==> src/design/uesf_pkg.sv <==
// ----------------------------------------------------------------------------
// uesf_pkg: shared types and constants for the URL endpoint filter
// Section encoding, verdict codes, scheme lookup and the tracker status bundle.
// ----------------------------------------------------------------------------
package uesf_pkg;

    typedef enum logic [5:0] {
        SEC_SCHEME = 6'b000001,
        SEC_SLASH1 = 6'b000010,
        SEC_SLASH2 = 6'b000100,
        SEC_HOST   = 6'b001000,
        SEC_TAIL   = 6'b010000,
        SEC_BAD    = 6'b100000
    } section_t;

    typedef logic [2:0] verdict_t;

    localparam verdict_t VERDICT_ALLOWED   = 3'd0;
    localparam verdict_t VERDICT_SCHEME    = 3'd1;
    localparam verdict_t VERDICT_CONTROL   = 3'd2;
    localparam verdict_t VERDICT_METADATA  = 3'd3;
    localparam verdict_t VERDICT_LINKLOCAL = 3'd4;
    localparam verdict_t VERDICT_MALFORMED = 3'd5;

    localparam logic [2:0] SCHEME_LEN      = 3'd5;
    localparam logic [2:0] SCHEME_HTTP     = 3'd4;
    localparam logic [2:0] SCHEME_MISMATCH = 3'd6;

    localparam logic [7:0] OCT_169 = 8'd169;
    localparam logic [7:0] OCT_254 = 8'd254;
    localparam logic [7:0] OCT_100 = 8'd100;
    localparam logic [7:0] OCT_200 = 8'd200;
    localparam logic [11:0] OCT_MAX = 12'd255;

    typedef struct packed {
        section_t   section;
        logic       saw_control;
        logic       saw_any_char;
        logic       hostport_nonempty;
        logic       host_nonempty;
        logic [1:0] octet_index;
        logic [1:0] digit_count;
        logic [7:0] octet_value;
        logic       ipv4_invalid;
        logic [7:0] octet0;
        logic [7:0] octet1;
        logic [7:0] octet2;
    } tracker_status_t;

    // expected lowercase letter of "https" at a given match position
    function automatic logic [7:0] scheme_char(input logic [2:0] pos);
        logic [7:0] ch;
        case (pos)
            3'd0:    ch = "h";
            3'd1:    ch = "t";
            3'd2:    ch = "t";
            3'd3:    ch = "p";
            3'd4:    ch = "s";
            default: ch = 8'h00;
        endcase
        return ch;
    endfunction

endpackage

==> src/design/uesf_tracker.sv <==
// ----------------------------------------------------------------------------
// uesf_tracker: per-character URL parse state
// Walks scheme, slashes and host; accumulates dotted IPv4 octets.
// ----------------------------------------------------------------------------
module uesf_tracker (
    input  logic                      clk,
    input  logic                      rst_n,
    input  logic                      char_en,
    input  logic                      end_en,
    input  logic [7:0]                char_code,
    output uesf_pkg::tracker_status_t status
);
    import uesf_pkg::*;

    section_t   section_reg, section_next;
    logic [2:0] progress_reg, progress_next;
    logic       saw_control_reg, saw_control_next;
    logic       saw_any_reg, saw_any_next;
    logic       hostport_reg, hostport_next;
    logic       host_reg, host_next;
    logic [1:0] oct_idx_reg, oct_idx_next;
    logic [1:0] digits_reg, digits_next;
    logic [7:0] oct_val_reg, oct_val_next;
    logic       invalid_reg, invalid_next;
    logic [7:0] store_reg [3];
    logic       store_we;

    logic [7:0]  lower;
    logic [11:0] acc;
    logic        is_digit;

    assign is_digit = (char_code >= "0") && (char_code <= "9");
    assign lower    = ((char_code >= "A") && (char_code <= "Z")) ? char_code + 8'd32
                                                                  : char_code;
    // octet_value * 10 + digit
    assign acc = {1'b0, oct_val_reg, 3'b000} + {3'b000, oct_val_reg, 1'b0}
               + {8'h00, char_code[3:0]};

    always_comb
    begin
        section_next      = section_reg;
        progress_next     = progress_reg;
        saw_control_next  = saw_control_reg;
        saw_any_next      = saw_any_reg;
        hostport_next     = hostport_reg;
        host_next         = host_reg;
        oct_idx_next      = oct_idx_reg;
        digits_next       = digits_reg;
        oct_val_next      = oct_val_reg;
        invalid_next      = invalid_reg;
        store_we          = 1'b0;
        if (end_en)
        begin
            section_next     = SEC_SCHEME;
            progress_next    = 3'd0;
            saw_control_next = 1'b0;
            saw_any_next     = 1'b0;
            hostport_next    = 1'b0;
            host_next        = 1'b0;
            oct_idx_next     = 2'd0;
            digits_next      = 2'd0;
            oct_val_next     = 8'd0;
            invalid_next     = 1'b0;
        end
        else if (char_en)
        begin
            saw_any_next = 1'b1;
            if (char_code == 8'd13 || char_code == 8'd10 || char_code == 8'd0)
                saw_control_next = 1'b1;
            case (section_reg)
                SEC_SCHEME:
                begin
                    if (char_code == ":")
                        section_next = (progress_reg == SCHEME_HTTP ||
                                        progress_reg == SCHEME_LEN) ? SEC_SLASH1 : SEC_BAD;
                    else if (progress_reg < SCHEME_LEN && lower == scheme_char(progress_reg))
                        progress_next = progress_reg + 3'd1;
                    else
                        progress_next = SCHEME_MISMATCH;
                end
                SEC_SLASH1: section_next = (char_code == "/") ? SEC_SLASH2 : SEC_BAD;
                SEC_SLASH2: section_next = (char_code == "/") ? SEC_HOST : SEC_BAD;
                SEC_HOST:
                begin
                    if (char_code == "/" || char_code == "?" || char_code == "#")
                        section_next = SEC_TAIL;
                    else if (char_code == ":")
                    begin
                        hostport_next = 1'b1;
                        section_next  = SEC_TAIL;
                    end
                    else
                    begin
                        hostport_next = 1'b1;
                        host_next     = 1'b1;
                        if (is_digit)
                        begin
                            if (digits_reg == 2'd3 || acc > OCT_MAX)
                                invalid_next = 1'b1;
                            else
                            begin
                                oct_val_next = acc[7:0];
                                digits_next  = digits_reg + 2'd1;
                            end
                        end
                        else if (char_code == ".")
                        begin
                            if (digits_reg == 2'd0 || oct_idx_reg == 2'd3)
                                invalid_next = 1'b1;
                            else
                            begin
                                store_we     = 1'b1;
                                oct_idx_next = oct_idx_reg + 2'd1;
                                digits_next  = 2'd0;
                                oct_val_next = 8'd0;
                            end
                        end
                        else
                            invalid_next = 1'b1;
                    end
                end
                default: ;
            endcase
        end
    end

    always_ff @(posedge clk or negedge rst_n)
    begin
        if (!rst_n)
        begin
            section_reg     <= SEC_SCHEME;
            progress_reg    <= 3'd0;
            saw_control_reg <= 1'b0;
            saw_any_reg     <= 1'b0;
            hostport_reg    <= 1'b0;
            host_reg        <= 1'b0;
            oct_idx_reg     <= 2'd0;
            digits_reg      <= 2'd0;
            oct_val_reg     <= 8'd0;
            invalid_reg     <= 1'b0;
        end
        else
        begin
            section_reg     <= section_next;
            progress_reg    <= progress_next;
            saw_control_reg <= saw_control_next;
            saw_any_reg     <= saw_any_next;
            hostport_reg    <= hostport_next;
            host_reg        <= host_next;
            oct_idx_reg     <= oct_idx_next;
            digits_reg      <= digits_next;
            oct_val_reg     <= oct_val_next;
            invalid_reg     <= invalid_next;
        end
    end

    // octets are only read once all three are written in the current URL
    always_ff @(posedge clk)
    begin
        if (store_we)
            store_reg[oct_idx_reg] <= oct_val_reg;
    end

    assign status.section           = section_reg;
    assign status.saw_control       = saw_control_reg;
    assign status.saw_any_char      = saw_any_reg;
    assign status.hostport_nonempty = hostport_reg;
    assign status.host_nonempty     = host_reg;
    assign status.octet_index       = oct_idx_reg;
    assign status.digit_count       = digits_reg;
    assign status.octet_value       = oct_val_reg;
    assign status.ipv4_invalid      = invalid_reg;
    assign status.octet0            = store_reg[0];
    assign status.octet1            = store_reg[1];
    assign status.octet2            = store_reg[2];

endmodule

==> src/design/uesf_judge.sv <==
// ----------------------------------------------------------------------------
// uesf_judge: verdict decision and result register
// Ranks the checks and holds the verdict until the receiver takes it.
// ----------------------------------------------------------------------------
module uesf_judge (
    input  logic                      clk,
    input  logic                      rst_n,
    input  logic                      end_en,
    input  uesf_pkg::tracker_status_t status,
    input  logic                      out_stall,
    output logic                      out_valid,
    output uesf_pkg::verdict_t        verdict
);
    import uesf_pkg::*;

    verdict_t decision;
    verdict_t verdict_reg;
    logic     valid_reg, valid_next;
    logic     is_ipv4;
    logic     pre_ok;

    assign is_ipv4 = !status.ipv4_invalid && status.octet_index == 2'd3
                     && status.digit_count != 2'd0;
    assign pre_ok  = status.octet0 == OCT_169 && status.octet1 == OCT_254;

    always_comb
    begin
        if (!status.saw_any_char)
            decision = VERDICT_ALLOWED;
        else if (status.saw_control)
            decision = VERDICT_CONTROL;
        else if (status.section != SEC_HOST && status.section != SEC_TAIL)
            decision = VERDICT_SCHEME;
        else if (!status.hostport_nonempty || !status.host_nonempty)
            decision = VERDICT_MALFORMED;
        else if (is_ipv4 && pre_ok && status.octet2 == OCT_169
                 && status.octet_value == OCT_254)
            decision = VERDICT_METADATA;
        else if (is_ipv4 && status.octet0 == OCT_100 && status.octet1 == OCT_100
                 && status.octet2 == OCT_100 && status.octet_value == OCT_200)
            decision = VERDICT_METADATA;
        else if (is_ipv4 && pre_ok)
            decision = VERDICT_LINKLOCAL;
        else
            decision = VERDICT_ALLOWED;
    end

    assign valid_next = end_en | (valid_reg & out_stall);

    always_ff @(posedge clk or negedge rst_n)
    begin
        if (!rst_n)
            valid_reg <= 1'b0;
        else
            valid_reg <= valid_next;
    end

    always_ff @(posedge clk)
    begin
        if (end_en)
            verdict_reg <= decision;
    end

    assign out_valid = valid_reg;
    assign verdict   = verdict_reg;

endmodule

==> src/design/url_endpoint_ssrf_filter.sv <==
// ----------------------------------------------------------------------------
// url_endpoint_ssrf_filter: SSRF screening of a streamed URL
// Parses scheme and host on the fly and gives one verdict per URL.
// ----------------------------------------------------------------------------
// Usage:
//   Input channel (in_valid / in_stall, func, char_code): one transfer per URL
//   byte with func = 0, then one transfer with func = 1 to close the URL.
//   Output channel (out_valid / out_stall, verdict): one transfer per closed
//   URL; character transfers produce nothing.
// Latency: the verdict is valid the cycle after the end marker transfer.
// Throughput: one input transfer per cycle while in_stall is low; the tracker
//   updates its parse state on every accepted transfer.
// Stall: the result register holds its verdict while out_stall is high; the
//   input then stalls only while a verdict is waiting and not being taken,
//   and accepts again in the same cycle the waiting verdict leaves.
// Reset: rst_n clears the parse state and the result valid flag at once; the
//   parse state also clears after every end marker.
// Verdicts: 0 allowed, 1 bad scheme, 2 control char, 3 metadata address,
//   4 link local, 5 malformed.
// ----------------------------------------------------------------------------
module url_endpoint_ssrf_filter (
    input  logic                 clk,
    input  logic                 rst_n,
    input  logic                 in_valid,
    output logic                 in_stall,
    input  logic                 func,
    input  logic [7:0]           char_code,
    output logic                 out_valid,
    input  logic                 out_stall,
    output uesf_pkg::verdict_t   verdict
);
    import uesf_pkg::*;

    tracker_status_t status;
    logic            accept;
    logic            char_en;
    logic            end_en;

    // hold off input only while a verdict sits unclaimed in the result register
    assign in_stall = out_valid & out_stall;
    assign accept   = in_valid & ~in_stall;
    assign char_en  = accept & ~func;
    assign end_en   = accept & func;

    uesf_tracker u_tracker (
        .clk       (clk),
        .rst_n     (rst_n),
        .char_en   (char_en),
        .end_en    (end_en),
        .char_code (char_code),
        .status    (status)
    );

    // verdict is taken from the state before the end marker clears it
    uesf_judge u_judge (
        .clk       (clk),
        .rst_n     (rst_n),
        .end_en    (end_en),
        .status    (status),
        .out_stall (out_stall),
        .out_valid (out_valid),
        .verdict   (verdict)
    );

endmodule
==> config.mk <==
export PLATFORM = sky130hd
export DESIGN_NAME = url_endpoint_ssrf_filter
export DESIGN_NICKNAME = d
export VERILOG_FILES = /design/src/design/uesf_pkg.sv /design/src/design/uesf_tracker.sv /design/src/design/uesf_judge.sv /design/src/design/url_endpoint_ssrf_filter.sv
export SDC_FILE = /design/constraint.sdc
export NUM_CORES = 1
export LEC_CHECK = 0
export BUFFER_PORTS_ARGS = -buffer_cell sky130_fd_sc_hd__clkbuf_2
export CORE_ASPECT_RATIO = 1.25
export CORE_MARGIN = 10
export CORE_UTILIZATION = 55
export DETAILED_ROUTE_END_ITERATION = 6
export HOLD_SLACK_MARGIN = 0.03
export PLACE_DENSITY = 0.76
export SYNTH_ARGS = -nofsm -noshare
export SYNTH_HDL_FRONTEND = slang
export SYNTH_SLANG_ARGS = --single-unit
==> constraint.sdc <==
create_clock -name clk -period 3.1 [get_ports clk]
set_input_delay 0.155 -clock clk [delete_from_list [all_inputs] [get_ports clk]]
set_output_delay 0.155 -clock clk [all_outputs]
set_load 0.02 [all_outputs]
==> flow_summary.yaml <==
min_path:
  min_path_type: "input pin to flip-flop"
  hp-start: "out_stall"
  min_to: "u_judge.out_valid$_DFF_PN0_"
  worstHoldPathCells: 3
global_route:
  grt_pass1_wl_um: 12670
  track_usage: 0.1564
  grt_overflow_total: 0
  grt_pass1_vias: 2680
  antenna_found_initial: 0
  grt_max_degree: 28
clock_tree:
  cts_made_buffers: 5
  clock_sinks: 54
  cts_root_buf: "clkbuf_8"
  path_clk_slew_ns: 0.11
  clock_path_buffers: 2
  tritoncts: "yes"
  clk-insertion-delay-late_ns: 0.31
  cts.htree.levels: 2
floorplan:
  initial_core_util: 0.5753
  pin_count: 18
  core_area_sq_mm: 0.005896
  die_h_um: 107.8
  die_area_sq_mm: 0.009728
  die_width_um: 90.24
  rows: 31
cells_and_area:
  drive_gt1_frac: 0.2354
  fin_util: 0.6728
  largest_reg_flops: 24
  regArea_sq_mm: 0.001489
  fin_area_sq_mm: 0.003966
  layout_common_cells: "nor2_1, nand2_1, edfxtp_1, dfrtp_1, buf_4"
  multi_input_area_sq_mm: 0.001869
  final_common_cell: "nor2_1"
  fillers: 476
  final_nets: 419
  diodes: 0
  layoutNonFillerInstCount: 460
  syn_to_final_growth_pct: 16.93
worst_setup_path:
  ff2ff_setup_slack_ns: 0.10
  critPathLaunchType: "flip-flop"
  worst-setup-path-type: "flip-flop to flip-flop"
  cp_max_fo: 7
  arrival_ns: 3.20
  r2r_start: "u_tracker.oct_val_reg[1]$_DFFE_PN0P_"
  reg2regPathDepth: 10
  setup.worst_path.end_class: "flip-flop"
  r2r_end: "u_tracker.digits_reg[0]$_DFFE_PN0P_"
  worst_ep_required_time_ns: 3.30
place:
  dpl.cell_count: 445
  place_hpwl_um: 5519
  placed_area_sq_mm: 0.003686
  pre_cts_slack_ns: -0.07418
  io_buffers: 17
  globalplace.congestion: 0.9374
synth:
  synth_area_sq_mm: 0.003392
  synth_edf_count: 27
  synthDistinctLibCells: 60
  netlist_instances: 336
  yosysSeqAreaShare: 0.4386
  mappedNetlistNets: 378
  yosysWarnings: 0
  syn_area_per_cell_sq_um: 10.10
  async_flop_share: 0.5000
  ys_ff_latch: 54
  synthFlopType: "edfxtp_1"
timing:
  post-route-min-period_ns: 2.997
  worst_clock_skew_ns: 0.01082
  slew_headroom: 0.5340
  max_freq_mhz: 333.6
  finalSetupViolations: 0
  grt_setup_unrepaired: "yes"
  slew_violations: 0
  setup_slack_ns: 0.1026
  holdWs_ns: 0.08673
  worst_slew_pin_slew_ns: 0.6990
  final.setup.tns_ns: 0
  hold_viol: 0
  finalCritPeriodShare: 0.9669
power_and_ir_drop:
  power.density_mw_per_mm2: 422.0
  total_power_mw: 1.674
  p_leak_nw: 1.686
  ir_worst_vdd_mv: 0.2527
run:
  cap_viol_max_count: 0
drt:
  drt_iter0_drc: 192
  vias: 2685
  post-route-drc-count: 0
  wl_per_cell_um: 16.21
  firstDrtPassIters: 4
  final_antenna_net_count: 0
  wl_um: 7455
  vias_per_cell: 5.837
status:
  status: "completed"
-- how the worst max path moves through the flow --
stage | depth (start not counted) | startpoint | to
after detailed placement | 10 | u_tracker.oct_val_reg[2]$_DFFE_PN0P_ | u_tracker.oct_val_reg[3]$_DFFE_PN0P_
final | 10 | u_tracker.oct_val_reg[1]$_DFFE_PN0P_ | u_tracker.digits_reg[0]$_DFFE_PN0P_
after CTS | 11 | u_tracker.oct_val_reg[2]$_DFFE_PN0P_ | u_tracker.oct_val_reg[6]$_DFFE_PN0P_
after global routing | 10 | u_tracker.oct_val_reg[2]$_DFFE_PN0P_ | u_tracker.digits_reg[0]$_DFFE_PN0P_
after global placement | 10 | u_tracker.oct_val_reg[0]$_DFFE_PN0P_ | u_tracker.oct_val_reg[2]$_DFFE_PN0P_
after floorplan | 10 | u_tracker.oct_val_reg[0]$_DFFE_PN0P_ | u_tracker.digits_reg[0]$_DFFE_PN0P_
-- critical path, cell delays in order, from the launching register on --
cell and delay (ns):
dfrtp_1 0.41, buf_4 0.18, ha_1 0.30, ha_2 0.38
o211ai_1 0.15, o21ai_1 0.27, o21ai_0 0.22, a221oi_4 0.37
a31oi_4 0.15, buf_6 0.17, mux2_4 0.28
-- final cells by class --
class,count,share of cell area
inverter,20,0.01893
tap,82,0.02587
multi-input combinational,252,0.4713
clock buffer,5,0.01735
clock inverter,3,0.01199
sequential,54,0.3754
timing repair buffer,44,0.07918
-- metal layers --
layer  wire [um]  track usage  vias to the layer above
li1            -            -                     1318
met1        3330       0.1987                     1292
met2        3642       0.2620                       60
met3         312      0.02582                       15
met4         168      0.05809                        0
met5           0            0                        -
-- logic make-up after synthesis --
| family | count (synthesis) | share of synthesized area |
|---|---|---|
| simple gates | 137 | 0.2169 |
| compound gates | 63 | 0.1284 |
| flops | 54 | 0.4386 |
| buf+inv | 30 | 0.03652 |
| fa+ha+maj | 29 | 0.1114 |
| mux | 14 | 0.04500 |
| xor+xnor | 9 | 0.02324 |
-- where the power goes --
group          internal (mW)  switching (mW)  total (mW)
registers              0.787          0.0545       0.841
clock network          0.245           0.244       0.489
logic                  0.144           0.199       0.343
total                   1.18           0.497        1.67
-- cell usage after synthesis, types with 2 or more instances --
cell type,count,share of area
o21a_1,5,0.011
nor3_1,14,0.021
o31ai_1,2,0.0044
a211oi_1,2,0.0044
a22oi_1,2,0.0044
a21oi_1,14,0.021
o21ai_0,19,0.028
o21bai_1,2,0.0044
nand3_1,6,0.0089
nor4_1,9,0.017
nor2_1,34,0.038
xor2_1,4,0.010
inv_1,20,0.022
nand2b_1,5,0.0092
clkbuf_1,8,0.0089
mux2i_1,4,0.012
and2_1,5,0.0092
xnor2_1,5,0.013
nor4bb_1,2,0.0059
nand3b_1,3,0.0066
edfxtp_1,27,0.24
or3_1,4,0.0074
ha_1,27,0.10
and3_1,4,0.0074
and4_1,2,0.0052
mux2_2,10,0.033
fa_1,2,0.012
dfrtp_1,26,0.19
nand2_1,27,0.030
o211ai_1,3,0.0066
nand4_1,10,0.018
-- repair_timing --
action                                  4_1_cts  5_1_grt
hold endpoints to repair                     26        0
buffers inserted                              4        2
pin swaps                                     8        7
gates cloned                                  1        0
hold buffers                                  1        0
gates resized for setup                       5       21
endpoints found under the setup margin       10       10
No activity file was read; power rests on OpenSTA's default activity.
